==> src/info_frame_receiver_assert.svh <==
// ---------------------------------------------------------------------------
// info_frame_receiver_assert
// Assertion macros for the frame receiver. Expects clk and rst_n in scope.
// ---------------------------------------------------------------------------
`ifndef INFO_FRAME_RECEIVER_ASSERT_SVH
`define INFO_FRAME_RECEIVER_ASSERT_SVH

// same-cycle implication
`define IFR_ASSERT_IMP(label, ante, cons, msg) \
    label: assert property (@(posedge clk) disable iff (!rst_n) (ante) |-> (cons)) \
        else $error(msg);

// next-cycle implication
`define IFR_ASSERT_NXT(label, ante, cons, msg) \
    label: assert property (@(posedge clk) disable iff (!rst_n) (ante) |=> (cons)) \
        else $error(msg);

`endif

==> src/ifr_pkg.sv <==
// ---------------------------------------------------------------------------
// ifr_pkg
// Shared types and constants of the information frame receiver.
// ---------------------------------------------------------------------------
package ifr_pkg;

    localparam int BYTE_W     = 8;
    localparam int KIND_W     = 2;
    localparam int LEN_W      = 11;
    localparam int APB_DATA_W = 32;
    localparam int CFG_ADDR_W = 5;
    localparam int REG_IDX_W  = 3;
    localparam int QDEPTH     = 2;  // power of two

    typedef enum logic [2:0] {
        PH_HUNT = 3'd0,
        PH_FLAG = 3'd1,
        PH_ADDR = 3'd2,
        PH_CTRL = 3'd3,
        PH_DATA = 3'd4,
        PH_ESC  = 3'd5,
        PH_DONE = 3'd6,
        PH_OVF  = 3'd7
    } ifr_phase_t;

    typedef enum logic [KIND_W-1:0] {
        KIND_BYTE = 2'd0,
        KIND_GOOD = 2'd1,
        KIND_BAD  = 2'd2,
        KIND_OVF  = 2'd3
    } ifr_kind_t;

    typedef enum logic [REG_IDX_W-1:0] {
        REG_EXP_CTRL = 3'd0,
        REG_ADDRESS  = 3'd1,
        REG_FLAG     = 3'd2,
        REG_ESCAPE   = 3'd3,
        REG_ESC_FLAG = 3'd4,
        REG_ESC_ESC  = 3'd5
    } ifr_reg_idx_t;

    typedef struct packed {
        logic [BYTE_W-1:0] expected_control;
        logic [BYTE_W-1:0] address_byte;
        logic [BYTE_W-1:0] flag_byte;
        logic [BYTE_W-1:0] escape_byte;
        logic [BYTE_W-1:0] escaped_flag_code;
        logic [BYTE_W-1:0] escaped_escape_code;
    } ifr_cfg_t;

    typedef struct packed {
        logic [KIND_W-1:0] result_kind;
        logic [BYTE_W-1:0] payload_byte;
        logic [LEN_W-1:0]  payload_length;
    } ifr_result_t;

endpackage

==> src/ifr_in_if.sv <==
// ---------------------------------------------------------------------------
// ifr_in_if
// Input channel: one received byte or a restart per item.
// ---------------------------------------------------------------------------
interface ifr_in_if;
    logic                        valid;
    logic                        ready;
    logic                        action;
    logic [ifr_pkg::BYTE_W-1:0]  rx_byte;

    modport source (output valid, output action, output rx_byte, input ready);
    modport sink   (input valid, input action, input rx_byte, output ready);
endinterface

==> src/ifr_out_if.sv <==
// ---------------------------------------------------------------------------
// ifr_out_if
// Result channel: payload byte or frame end report per item.
// ---------------------------------------------------------------------------
interface ifr_out_if;
    logic                        valid;
    logic                        ready;
    logic [ifr_pkg::KIND_W-1:0]  result_kind;
    logic [ifr_pkg::BYTE_W-1:0]  payload_byte;
    logic [ifr_pkg::LEN_W-1:0]   payload_length;

    modport source (output valid, output result_kind, output payload_byte,
                    output payload_length, input ready);
    modport sink   (input valid, input result_kind, input payload_byte,
                    input payload_length, output ready);
endinterface

==> src/ifr_cfg.sv <==
// ---------------------------------------------------------------------------
// ifr_cfg
// APB register file holding the frame delimiters and header bytes.
// ---------------------------------------------------------------------------
module ifr_cfg (
    input  logic                               clk,
    input  logic                               rst_n,
    input  logic                               psel,
    input  logic                               penable,
    input  logic                               pwrite,
    input  logic [ifr_pkg::CFG_ADDR_W-1:0]     paddr,
    input  logic [ifr_pkg::APB_DATA_W-1:0]     pwdata,
    output logic [ifr_pkg::APB_DATA_W-1:0]     prdata,
    output logic                               pready,
    output ifr_pkg::ifr_cfg_t                  cfg
);

    ifr_pkg::ifr_cfg_t                  cfg_reg;
    logic [ifr_pkg::REG_IDX_W-1:0]      idx;
    logic [ifr_pkg::BYTE_W-1:0]         wbyte;
    logic [ifr_pkg::BYTE_W-1:0]         rbyte;
    logic                               wr_en;

    assign pready = 1'b1;
    assign idx    = paddr[ifr_pkg::CFG_ADDR_W-1:2];
    assign wbyte  = pwdata[ifr_pkg::BYTE_W-1:0];
    assign wr_en  = psel && penable && pwrite && pready;
    assign cfg    = cfg_reg;

    always_ff @(posedge clk or negedge rst_n)
    begin
        if (!rst_n)
        begin
            cfg_reg.expected_control    <= 8'd0;
            cfg_reg.address_byte        <= 8'd3;
            cfg_reg.flag_byte           <= 8'd126;
            cfg_reg.escape_byte         <= 8'd125;
            cfg_reg.escaped_flag_code   <= 8'd94;
            cfg_reg.escaped_escape_code <= 8'd93;
        end
        else if (wr_en)
        begin
            unique case (idx)
                ifr_pkg::REG_EXP_CTRL: cfg_reg.expected_control    <= wbyte;
                ifr_pkg::REG_ADDRESS:  cfg_reg.address_byte        <= wbyte;
                ifr_pkg::REG_FLAG:     cfg_reg.flag_byte           <= wbyte;
                ifr_pkg::REG_ESCAPE:   cfg_reg.escape_byte         <= wbyte;
                ifr_pkg::REG_ESC_FLAG: cfg_reg.escaped_flag_code   <= wbyte;
                ifr_pkg::REG_ESC_ESC:  cfg_reg.escaped_escape_code <= wbyte;
                default: ;
            endcase
        end
    end

    always_comb
    begin
        unique case (idx)
            ifr_pkg::REG_EXP_CTRL: rbyte = cfg_reg.expected_control;
            ifr_pkg::REG_ADDRESS:  rbyte = cfg_reg.address_byte;
            ifr_pkg::REG_FLAG:     rbyte = cfg_reg.flag_byte;
            ifr_pkg::REG_ESCAPE:   rbyte = cfg_reg.escape_byte;
            ifr_pkg::REG_ESC_FLAG: rbyte = cfg_reg.escaped_flag_code;
            ifr_pkg::REG_ESC_ESC:  rbyte = cfg_reg.escaped_escape_code;
            default:               rbyte = '0;
        endcase
    end

    assign prdata = {{(ifr_pkg::APB_DATA_W-ifr_pkg::BYTE_W){1'b0}}, rbyte};

endmodule

==> src/ifr_front.sv <==
// ---------------------------------------------------------------------------
// ifr_front
// Frame parser: header check, destuffing, one-byte hold-back, check and
// overflow tracking. Pushes at most one result per item into the queue.
// ---------------------------------------------------------------------------
module ifr_front #(
    parameter int MAX_PAYLOAD = 1024
) (
    input  logic                  clk,
    input  logic                  rst_n,
    ifr_in_if.sink                rx_in,
    input  ifr_pkg::ifr_cfg_t     cfg,
    input  logic                  q_full,
    output logic                  q_push,
    output ifr_pkg::ifr_result_t  q_item
);

    localparam int CNT_W = $clog2(MAX_PAYLOAD + 1);
    localparam logic [CNT_W-1:0] CNT_MAX = CNT_W'(MAX_PAYLOAD);

    ifr_pkg::ifr_phase_t           phase_reg, phase_next;
    logic [ifr_pkg::BYTE_W-1:0]    held_byte_reg, held_byte_next;
    logic                          held_valid_reg, held_valid_next;
    logic [ifr_pkg::BYTE_W-1:0]    xor_reg, xor_next;
    logic [CNT_W-1:0]              count_reg, count_next;

    logic                          fire;
    logic                          act;
    logic [ifr_pkg::BYTE_W-1:0]    b;
    logic                          is_flag, is_esc;
    logic                          acc_en, ovf_hit, take;
    logic [ifr_pkg::BYTE_W-1:0]    acc_d;
    logic                          emit;
    logic                          clear_en;
    ifr_pkg::ifr_phase_t           fail_phase;
    logic [CNT_W+ifr_pkg::LEN_W-1:0] len_ext;

    assign rx_in.ready = !q_full;
    assign fire        = rx_in.valid && rx_in.ready;
    assign act         = rx_in.action;
    assign b           = rx_in.rx_byte;
    assign is_flag     = (b == cfg.flag_byte);
    assign is_esc      = (b == cfg.escape_byte);
    assign fail_phase  = is_flag ? ifr_pkg::PH_FLAG : ifr_pkg::PH_HUNT;
    assign len_ext     = {{ifr_pkg::LEN_W{1'b0}}, count_reg};

    // destuffed byte offered to the hold-back stage
    always_comb
    begin
        acc_en = 1'b0;
        acc_d  = b;
        if (!act)
        begin
            unique case (phase_reg)
                ifr_pkg::PH_DATA: acc_en = !is_esc && !is_flag;
                ifr_pkg::PH_ESC:
                begin
                    if (b == cfg.escaped_flag_code)
                    begin
                        acc_en = 1'b1;
                        acc_d  = cfg.flag_byte;
                    end
                    else if (b == cfg.escaped_escape_code)
                    begin
                        acc_en = 1'b1;
                        acc_d  = cfg.escape_byte;
                    end
                end
                default: ;
            endcase
        end
    end

    assign ovf_hit = acc_en && held_valid_reg && (count_reg == CNT_MAX);
    assign take    = acc_en && !ovf_hit;

    // next state
    always_comb
    begin
        phase_next = phase_reg;
        if (act)
        begin
            phase_next = ifr_pkg::PH_HUNT;
        end
        else
        begin
            unique case (phase_reg)
                ifr_pkg::PH_HUNT:
                    if (is_flag) phase_next = ifr_pkg::PH_FLAG;
                ifr_pkg::PH_FLAG:
                    phase_next = (b == cfg.address_byte) ? ifr_pkg::PH_ADDR : fail_phase;
                ifr_pkg::PH_ADDR:
                    phase_next = (b == cfg.expected_control) ? ifr_pkg::PH_CTRL
                                                             : fail_phase;
                ifr_pkg::PH_CTRL:
                    phase_next = (b == (cfg.address_byte ^ cfg.expected_control))
                                 ? ifr_pkg::PH_DATA : fail_phase;
                ifr_pkg::PH_DATA:
                begin
                    if (is_esc)
                        phase_next = ifr_pkg::PH_ESC;
                    else if (is_flag)
                        phase_next = ifr_pkg::PH_DONE;
                    else
                        phase_next = ovf_hit ? ifr_pkg::PH_OVF : ifr_pkg::PH_DATA;
                end
                ifr_pkg::PH_ESC:
                    phase_next = ovf_hit ? ifr_pkg::PH_OVF : ifr_pkg::PH_DATA;
                ifr_pkg::PH_DONE:
                    phase_next = ifr_pkg::PH_DONE;
                ifr_pkg::PH_OVF:
                    if (is_flag) phase_next = ifr_pkg::PH_DONE;
                default:
                    phase_next = ifr_pkg::PH_HUNT;
            endcase
        end
    end

    // result item
    always_comb
    begin
        emit                  = 1'b0;
        q_item.result_kind    = ifr_pkg::KIND_BYTE;
        q_item.payload_byte   = '0;
        q_item.payload_length = '0;
        if (!act)
        begin
            unique case (phase_reg)
                ifr_pkg::PH_DATA, ifr_pkg::PH_ESC:
                begin
                    if (phase_reg == ifr_pkg::PH_DATA && !is_esc && is_flag)
                    begin
                        emit                  = 1'b1;
                        q_item.result_kind    = (held_valid_reg && xor_reg == '0)
                                                ? ifr_pkg::KIND_GOOD : ifr_pkg::KIND_BAD;
                        q_item.payload_length = len_ext[ifr_pkg::LEN_W-1:0];
                    end
                    else if (take && held_valid_reg)
                    begin
                        emit                = 1'b1;
                        q_item.payload_byte = held_byte_reg;
                    end
                end
                ifr_pkg::PH_OVF:
                begin
                    if (is_flag)
                    begin
                        emit                  = 1'b1;
                        q_item.result_kind    = ifr_pkg::KIND_OVF;
                        q_item.payload_length = len_ext[ifr_pkg::LEN_W-1:0];
                    end
                end
                default: ;
            endcase
        end
    end

    assign q_push   = fire && emit;
    // every entry to flag-seen is an opening flag
    assign clear_en = act || (phase_next == ifr_pkg::PH_FLAG);

    always_comb
    begin
        held_byte_next  = held_byte_reg;
        held_valid_next = held_valid_reg;
        xor_next        = xor_reg;
        count_next      = count_reg;
        if (clear_en)
        begin
            held_byte_next  = '0;
            held_valid_next = 1'b0;
            xor_next        = '0;
            count_next      = '0;
        end
        else if (take)
        begin
            held_byte_next  = acc_d;
            held_valid_next = 1'b1;
            xor_next        = xor_reg ^ acc_d;
            if (held_valid_reg)
                count_next = count_reg + 1'b1;
        end
    end

    always_ff @(posedge clk or negedge rst_n)
    begin
        if (!rst_n)
        begin
            phase_reg      <= ifr_pkg::PH_HUNT;
            held_byte_reg  <= '0;
            held_valid_reg <= 1'b0;
            xor_reg        <= '0;
            count_reg      <= '0;
        end
        else if (fire)
        begin
            phase_reg      <= phase_next;
            held_byte_reg  <= held_byte_next;
            held_valid_reg <= held_valid_next;
            xor_reg        <= xor_next;
            count_reg      <= count_next;
        end
    end

endmodule

==> src/ifr_fifo.sv <==
// ---------------------------------------------------------------------------
// ifr_fifo
// Short result queue between parser and output stage.
// ---------------------------------------------------------------------------
module ifr_fifo (
    input  logic                  clk,
    input  logic                  rst_n,
    input  logic                  push,
    input  ifr_pkg::ifr_result_t  wdata,
    output logic                  full,
    input  logic                  pop,
    output ifr_pkg::ifr_result_t  rdata,
    output logic                  empty
);

    localparam int PTR_W = (ifr_pkg::QDEPTH > 1) ? $clog2(ifr_pkg::QDEPTH) : 1;
    localparam int CNT_W = $clog2(ifr_pkg::QDEPTH + 1);
    localparam logic [CNT_W-1:0] CNT_FULL = CNT_W'(ifr_pkg::QDEPTH);

    ifr_pkg::ifr_result_t   mem_reg [ifr_pkg::QDEPTH];
    logic [PTR_W-1:0]       wptr_reg, wptr_next;
    logic [PTR_W-1:0]       rptr_reg, rptr_next;
    logic [CNT_W-1:0]       count_reg, count_next;

    assign full  = (count_reg == CNT_FULL);
    assign empty = (count_reg == '0);
    assign rdata = mem_reg[rptr_reg];

    always_comb
    begin
        wptr_next  = push ? wptr_reg + 1'b1 : wptr_reg;
        rptr_next  = pop  ? rptr_reg + 1'b1 : rptr_reg;
        count_next = count_reg;
        if (push && !pop)
            count_next = count_reg + 1'b1;
        else if (pop && !push)
            count_next = count_reg - 1'b1;
    end

    always_ff @(posedge clk)
    begin
        if (push)
            mem_reg[wptr_reg] <= wdata;
    end

    always_ff @(posedge clk or negedge rst_n)
    begin
        if (!rst_n)
        begin
            wptr_reg  <= '0;
            rptr_reg  <= '0;
            count_reg <= '0;
        end
        else
        begin
            wptr_reg  <= wptr_next;
            rptr_reg  <= rptr_next;
            count_reg <= count_next;
        end
    end

endmodule

==> src/ifr_back.sv <==
// ---------------------------------------------------------------------------
// ifr_back
// Output register: pulls results from the queue and holds them until taken.
// ---------------------------------------------------------------------------
module ifr_back (
    input  logic                  clk,
    input  logic                  rst_n,
    input  logic                  q_empty,
    input  ifr_pkg::ifr_result_t  q_item,
    output logic                  q_pop,
    ifr_out_if.source             res_out
);

    logic                  valid_reg, valid_next;
    ifr_pkg::ifr_result_t  data_reg;

    assign q_pop = !q_empty && (!valid_reg || res_out.ready);

    always_comb
    begin
        valid_next = valid_reg;
        if (q_pop)
            valid_next = 1'b1;
        else if (res_out.ready)
            valid_next = 1'b0;
    end

    always_ff @(posedge clk or negedge rst_n)
    begin
        if (!rst_n)
            valid_reg <= 1'b0;
        else
            valid_reg <= valid_next;
    end

    always_ff @(posedge clk)
    begin
        if (q_pop)
            data_reg <= q_item;
    end

    assign res_out.valid          = valid_reg;
    assign res_out.result_kind    = data_reg.result_kind;
    assign res_out.payload_byte   = data_reg.payload_byte;
    assign res_out.payload_length = data_reg.payload_length;

endmodule

==> src/info_frame_receiver.sv <==
// ---------------------------------------------------------------------------
// info_frame_receiver
// Byte-stuffed information frame receiver: parser front end, result queue,
// registered output stage, APB configuration registers.
// ---------------------------------------------------------------------------
//  channel   dir   handshake        payload
//  rx_in     in    valid/ready      action, rx_byte
//  res_out   out   valid/ready      result_kind, payload_byte, payload_length
//  apb       in    psel/penable     paddr, pwdata, prdata (pready tied high)
//
//  One item per cycle unless the queue is full; the parser decides each byte
//  in the cycle it is accepted. A result reaches res_out via the queue, then
//  the output register. rx_in stalls only while the two-entry queue is full.
//  rst_n clears the parser to hunt and loads the register reset values.
// ---------------------------------------------------------------------------
`include "info_frame_receiver_assert.svh"

module info_frame_receiver #(
    parameter int MAX_PAYLOAD = 1024
) (
    input  logic                               clk,
    input  logic                               rst_n,
    ifr_in_if.sink                             rx_in,
    ifr_out_if.source                          res_out,
    input  logic                               psel,
    input  logic                               penable,
    input  logic                               pwrite,
    input  logic [ifr_pkg::CFG_ADDR_W-1:0]     paddr,
    input  logic [ifr_pkg::APB_DATA_W-1:0]     pwdata,
    output logic [ifr_pkg::APB_DATA_W-1:0]     prdata,
    output logic                               pready
);

    ifr_pkg::ifr_cfg_t     cfg;
    logic                  q_push, q_full, q_pop, q_empty;
    ifr_pkg::ifr_result_t  q_wdata, q_rdata;

    ifr_cfg u_cfg (
        .clk     (clk),
        .rst_n   (rst_n),
        .psel    (psel),
        .penable (penable),
        .pwrite  (pwrite),
        .paddr   (paddr),
        .pwdata  (pwdata),
        .prdata  (prdata),
        .pready  (pready),
        .cfg     (cfg)
    );

    ifr_front #(
        .MAX_PAYLOAD (MAX_PAYLOAD)
    ) u_front (
        .clk    (clk),
        .rst_n  (rst_n),
        .rx_in  (rx_in),
        .cfg    (cfg),
        .q_full (q_full),
        .q_push (q_push),
        .q_item (q_wdata)
    );

    ifr_fifo u_fifo (
        .clk   (clk),
        .rst_n (rst_n),
        .push  (q_push),
        .wdata (q_wdata),
        .full  (q_full),
        .pop   (q_pop),
        .rdata (q_rdata),
        .empty (q_empty)
    );

    ifr_back u_back (
        .clk     (clk),
        .rst_n   (rst_n),
        .q_empty (q_empty),
        .q_item  (q_rdata),
        .q_pop   (q_pop),
        .res_out (res_out)
    );

    `IFR_ASSERT_IMP(a_no_push_full, q_push, !q_full, "push into full result queue")
    `IFR_ASSERT_IMP(a_no_pop_empty, q_pop, !q_empty, "pop from empty result queue")
    `IFR_ASSERT_NXT(a_push_lands, q_push && !q_pop, !q_empty, "pushed result lost")
    `IFR_ASSERT_IMP(a_byte_len_zero, res_out.valid && res_out.result_kind == ifr_pkg::KIND_BYTE, res_out.payload_length == '0, "length set on payload byte")

endmodule

==> src/flat_wrapper.sv <==
// flat-port wrapper written by rule: the top's interface ports become plain ports
module info_frame_receiver_flat 
#(
    parameter int MAX_PAYLOAD = 1024
)
  (clk, rst_n, psel, penable, pwrite, paddr, pwdata, prdata, pready, rx_in_valid, rx_in_action, rx_in_rx_byte, rx_in_ready, res_out_valid, res_out_result_kind, res_out_payload_byte, res_out_payload_length, res_out_ready);
  ifr_in_if rx_in_i ();
  ifr_out_if res_out_i ();
  input  logic clk;
  input  logic rst_n;
  input  logic psel;
  input  logic penable;
  input  logic pwrite;
  input  logic [ifr_pkg::CFG_ADDR_W-1:0] paddr;
  input  logic [ifr_pkg::APB_DATA_W-1:0] pwdata;
  output logic [ifr_pkg::APB_DATA_W-1:0] prdata;
  output logic pready;
  input wire logic [$bits(rx_in_i.valid)-1:0] rx_in_valid;
  input wire logic [$bits(rx_in_i.action)-1:0] rx_in_action;
  input wire logic [$bits(rx_in_i.rx_byte)-1:0] rx_in_rx_byte;
  output wire logic [$bits(rx_in_i.ready)-1:0] rx_in_ready;
  output wire logic [$bits(res_out_i.valid)-1:0] res_out_valid;
  output wire logic [$bits(res_out_i.result_kind)-1:0] res_out_result_kind;
  output wire logic [$bits(res_out_i.payload_byte)-1:0] res_out_payload_byte;
  output wire logic [$bits(res_out_i.payload_length)-1:0] res_out_payload_length;
  input wire logic [$bits(res_out_i.ready)-1:0] res_out_ready;
  assign rx_in_i.valid = rx_in_valid;
  assign rx_in_i.action = rx_in_action;
  assign rx_in_i.rx_byte = rx_in_rx_byte;
  assign rx_in_ready = rx_in_i.ready;
  assign res_out_valid = res_out_i.valid;
  assign res_out_result_kind = res_out_i.result_kind;
  assign res_out_payload_byte = res_out_i.payload_byte;
  assign res_out_payload_length = res_out_i.payload_length;
  assign res_out_i.ready = res_out_ready;
  info_frame_receiver #(.MAX_PAYLOAD(MAX_PAYLOAD)) u_core (.clk(clk), .rst_n(rst_n), .rx_in(rx_in_i), .res_out(res_out_i), .psel(psel), .penable(penable), .pwrite(pwrite), .paddr(paddr), .pwdata(pwdata), .prdata(prdata), .pready(pready));
endmodule
==> config.mk <==
export PLATFORM = sky130hd
export DESIGN_NAME = info_frame_receiver_flat
export DESIGN_NICKNAME = d
export VERILOG_FILES = /design/src/ifr_pkg.sv /design/src/ifr_in_if.sv /design/src/ifr_out_if.sv /design/src/ifr_cfg.sv /design/src/ifr_front.sv /design/src/ifr_fifo.sv /design/src/ifr_back.sv /design/src/info_frame_receiver.sv /design/src/flat_wrapper.sv
export VERILOG_INCLUDE_DIRS = /design/src /design/src/src
export SDC_FILE = /design/constraint.sdc
export NUM_CORES = 1
export LEC_CHECK = 0
export BUFFER_PORTS_ARGS = -buffer_cell sky130_fd_sc_hd__buf_2
export CORE_MARGIN = 1.5
export CORE_UTILIZATION = 41
export CTS_CLUSTER_DIAMETER = 80
export CTS_CLUSTER_SIZE = 12
export DETAILED_ROUTE_END_ITERATION = 8
export GPL_ROUTABILITY_DRIVEN = 0
export PLACE_DENSITY = 0.58
export SYNTH_ARGS = -nofsm -noshare
export SYNTH_HDL_FRONTEND = slang
export SYNTH_HIERARCHICAL = 1
export SYNTH_SLANG_ARGS = --single-unit
==> constraint.sdc <==
create_clock -name clk -period 8.55 [get_ports clk]
set_input_delay 1.2825 -clock clk [delete_from_list [all_inputs] [get_ports clk]]
set_output_delay 1.2825 -clock clk [all_outputs]
set_load 0.01 [all_outputs]
==> results.cfg <==
[routing]
wirelength_mm = 16.5
drc = 0
routedWlPerCell_um = 17.5
post_drt_via_cell_ratio = 5.29
vias = 5004
drtIter0Drc = 358
dr.pass1.iters = 5
ant_nets = 0

[clocking]
clk-insertion-delay-late_ns = 0.42
clockBufferDepth = 2
holdBufCountCts = 0
path_clk_slew_ns = 0.06
tritoncts = yes
cts_buffers = 17
cts.sinks = 147
cts.htree.levels = 4
cts_resized = 0
post_cts_buffers = 0
clockRootBuffer = clkbuf_16

[critical_path]
cp-end-kind = register
start_kind = input pin
cp_data_arrival_time_ns = 4.71
reg2reg_depth = 7
required_ns = 8.59
crit_path_max_fanout = 21
crit_type = in -> reg

[timing]
slew_headroom_pct = 25.8
worst_pin_slew_ns = 1.11
setup_viol = 0
grt_setup_unrepaired = false
min_period_ns = 4.68
setup_tns_ns = 0
hold_violations = 0
timing.final.ws_setup_ns = 3.87
period_share_pct = 54.7
max_freq_mhz = 214
worst_clock_skew_ns = 0.00784
drv_slew = 0

[synthesis]
synth_top_area_cell = edfxtp_1
muxShareOfSynthArea_pct = 13.0
syn_inst = 631
synth_edf_count = 63
async_reset_ff_share_pct = 57.1
synthesis.area_um2 = 7920
yosysWarnings = 6
synth_area_leaders = edfxtp_1, dfrtp_1, mux2_2, dfstp_2, xor2_1
syn_avg_cell_area_um2 = 12.5
ys_types = 67
netlist.area_leader.share_pct = 23.9
synth_fa_ha_area_share_pct = 0.474
ys_seq_area_share_pct = 50.8
synth-compound-area-share_pct = 10.1
synth_top_family_by_area = multiplexers
synth_ff_type = edfxtp_1
synthSimpleGateAreaFrac_pct = 11.7
postSynthRegisterBits = 147
synthXorXnorAreaFrac_pct = 7.96

[pwr]
vdd_drop_max_mv = 0.140
leakage_nw = 3.27
powerDensity_nw_per_um2 = 243

[place]
hpwl_mm = 11.7
io_buffers = 57
place_ws_ns = 3.45

[grt]
grt_pass1_wl_mm = 27.0
grt_max_degree = 85
antenna_found_initial = 0
grt-ovfl-total = 0
track_usage_pct = 17.5
grt_pass1_vias = 5116

[die]
core_area_um2 = 18800
num_io_pins = 109
initial_core_util_pct = 42.0
rows = 50
die_area_um2 = 20200
die_w_um = 142
fp.dieH_um = 142

[finish]
area_delta_synth_final_pct = 11.5
drive_above_1_share_pct = 32.1
n_antenna_cell = 0
largest_reg_flops = 48
fin_nets = 729

[flow_run]
maxCapViolCount = 0

[hold_path]
hold_depth = 1
hp-class = reg -> reg

[outcome]
outcome = complete, no violations
==> report_power, final <==
group | total [W] | leakage, nW | internal (W) | switching (W)
clock | 0.000755 | 0.295 | 0.000452 | 0.000303
combinational | 0.000424 | 1.44 | 0.000199 | 0.000225
sequential | 0.000964 | 1.54 | 0.000856 | 0.000108
total | 0.00214 | 3.27 | 0.00151 | 0.000636
==> critical path: stages <==
cell and delay (ns):
buf_2 0.18, xnor2_1 0.25, nand4_1 0.15, or2_1 0.47, a211oi_2 0.47, o21ai_2 0.28
a311oi_1 0.72, and2_1 0.89
==> kinds of logic (layout without fill, tap and decap cells) <==
| group | after synthesis | after routing |
|---|---|---|
| XOR/XNOR | 61 | 61 |
| buffers and inverters | 75 | 107 |
| flip-flops | 147 | 147 |
| adder cells (fa/ha/maj) | 3 | 3 |
| multiplexers | 93 | 93 |
| AO/OA/AOI/OAI | 102 | 102 |
| other | 2 | 25 |
| AND/OR/NAND/NOR | 148 | 148 |
==> layer usage <==
layer	vias up	part of all wire, %	wire (µm)	GRT usage, %
met5	-	0	0	0
met4	0	2.4	399	7.70
met3	28	4.3	713	3.94
met2	158	49	8140	28.9
met1	2453	44	7290	22.2
li1	2365	-	-	-
==> cell usage in the layout, fill, tap and decap left out, drive strengths merged, types with 22 or more instances in the layout <==
cell type	n
and2	22
buf	59
conb	25
dfrtp	60
dfstp	24
edfxtp	63
mux2	79
nand2	30
o21ai	35
xnor2	26
xor2	28
==> cell usage after synthesis, types with 4 or more instances <==
cell type  instances
a21oi_1            5
a221oi_1           4
a31oi_1            4
and2_1            22
buf_2             10
buf_4             31
buf_6              7
clkbuf_1           9
dfrtp_1           60
dfstp_2           24
edfxtp_1          63
inv_1             16
mux2_2            79
mux2i_1           14
nand2_1           30
nand3_1           12
nand4_1           11
nor2_1            14
nor2_4             4
nor2b_1            4
nor4_1             5
nor4_2             4
o21ai_0           26
o21ai_1            6
o221ai_1           4
o2bb2ai_1          9
o31ai_1            8
o32a_1             7
or3_1             13
or4_1              5
xnor2_1           26
xnor3_1            7
xor2_1            28
==> final cells by class <==
class,count,area (µm²)
Inverter,16,60.1
Timing Repair Buffer,59,303
Tap cell,260,325
Clock inverter,12,148
Sequential cell,147,4020
Fill cell,1678,10000
Multi-Input combinational cell,432,3510
Clock buffer,20,457
==> stage by stage <==
stage / utilization [%] / power [W] / hold WS (ns) / cell area (µm²) / std cells
2_1_floorplan: - / 0.00128 / 0.448 / 8000 / 654
4_1_cts: 46.9 / 0.00217 / 0.484 / 8830 / 946
3_5_place_dp: 43.7 / 0.00140 / 0.473 / 8230 / 914
5_1_grt: 46.9 / 0.00225 / 0.499 / 8830 / 946
6_report: 46.9 / 0.00214 / 0.481 / 8830 / 946
3_3_place_gp: 43.7 / 0.00139 / 0.465 / 8230 / 914
==> path summary, 6_finish.rpt <==
| kind | slack [ns] | to | from |
|---|---|---|---|
| min in group asynchronous | 1.08 | u_core/u_cfg/cfg[35] | rst_n |
| max | 3.87 | u_core/u_fifo/mem_reg[1][17] | rx_in_rx_byte[4] |
| max in group asynchronous | 6.75 | u_core/u_front/count_reg[0] | rst_n |
| min reg2reg | 0.48 | u_core/u_fifo/count_reg[1] | u_core/u_fifo/count_reg[1] |
| min | 0.48 | u_core/u_fifo/count_reg[1] | u_core/u_fifo/count_reg[1] |
| max reg2reg | 4.47 | u_core/u_fifo/mem_reg[1][17] | u_core/u_cfg/cfg[12] |
Power figures use the tool's default switching activity.
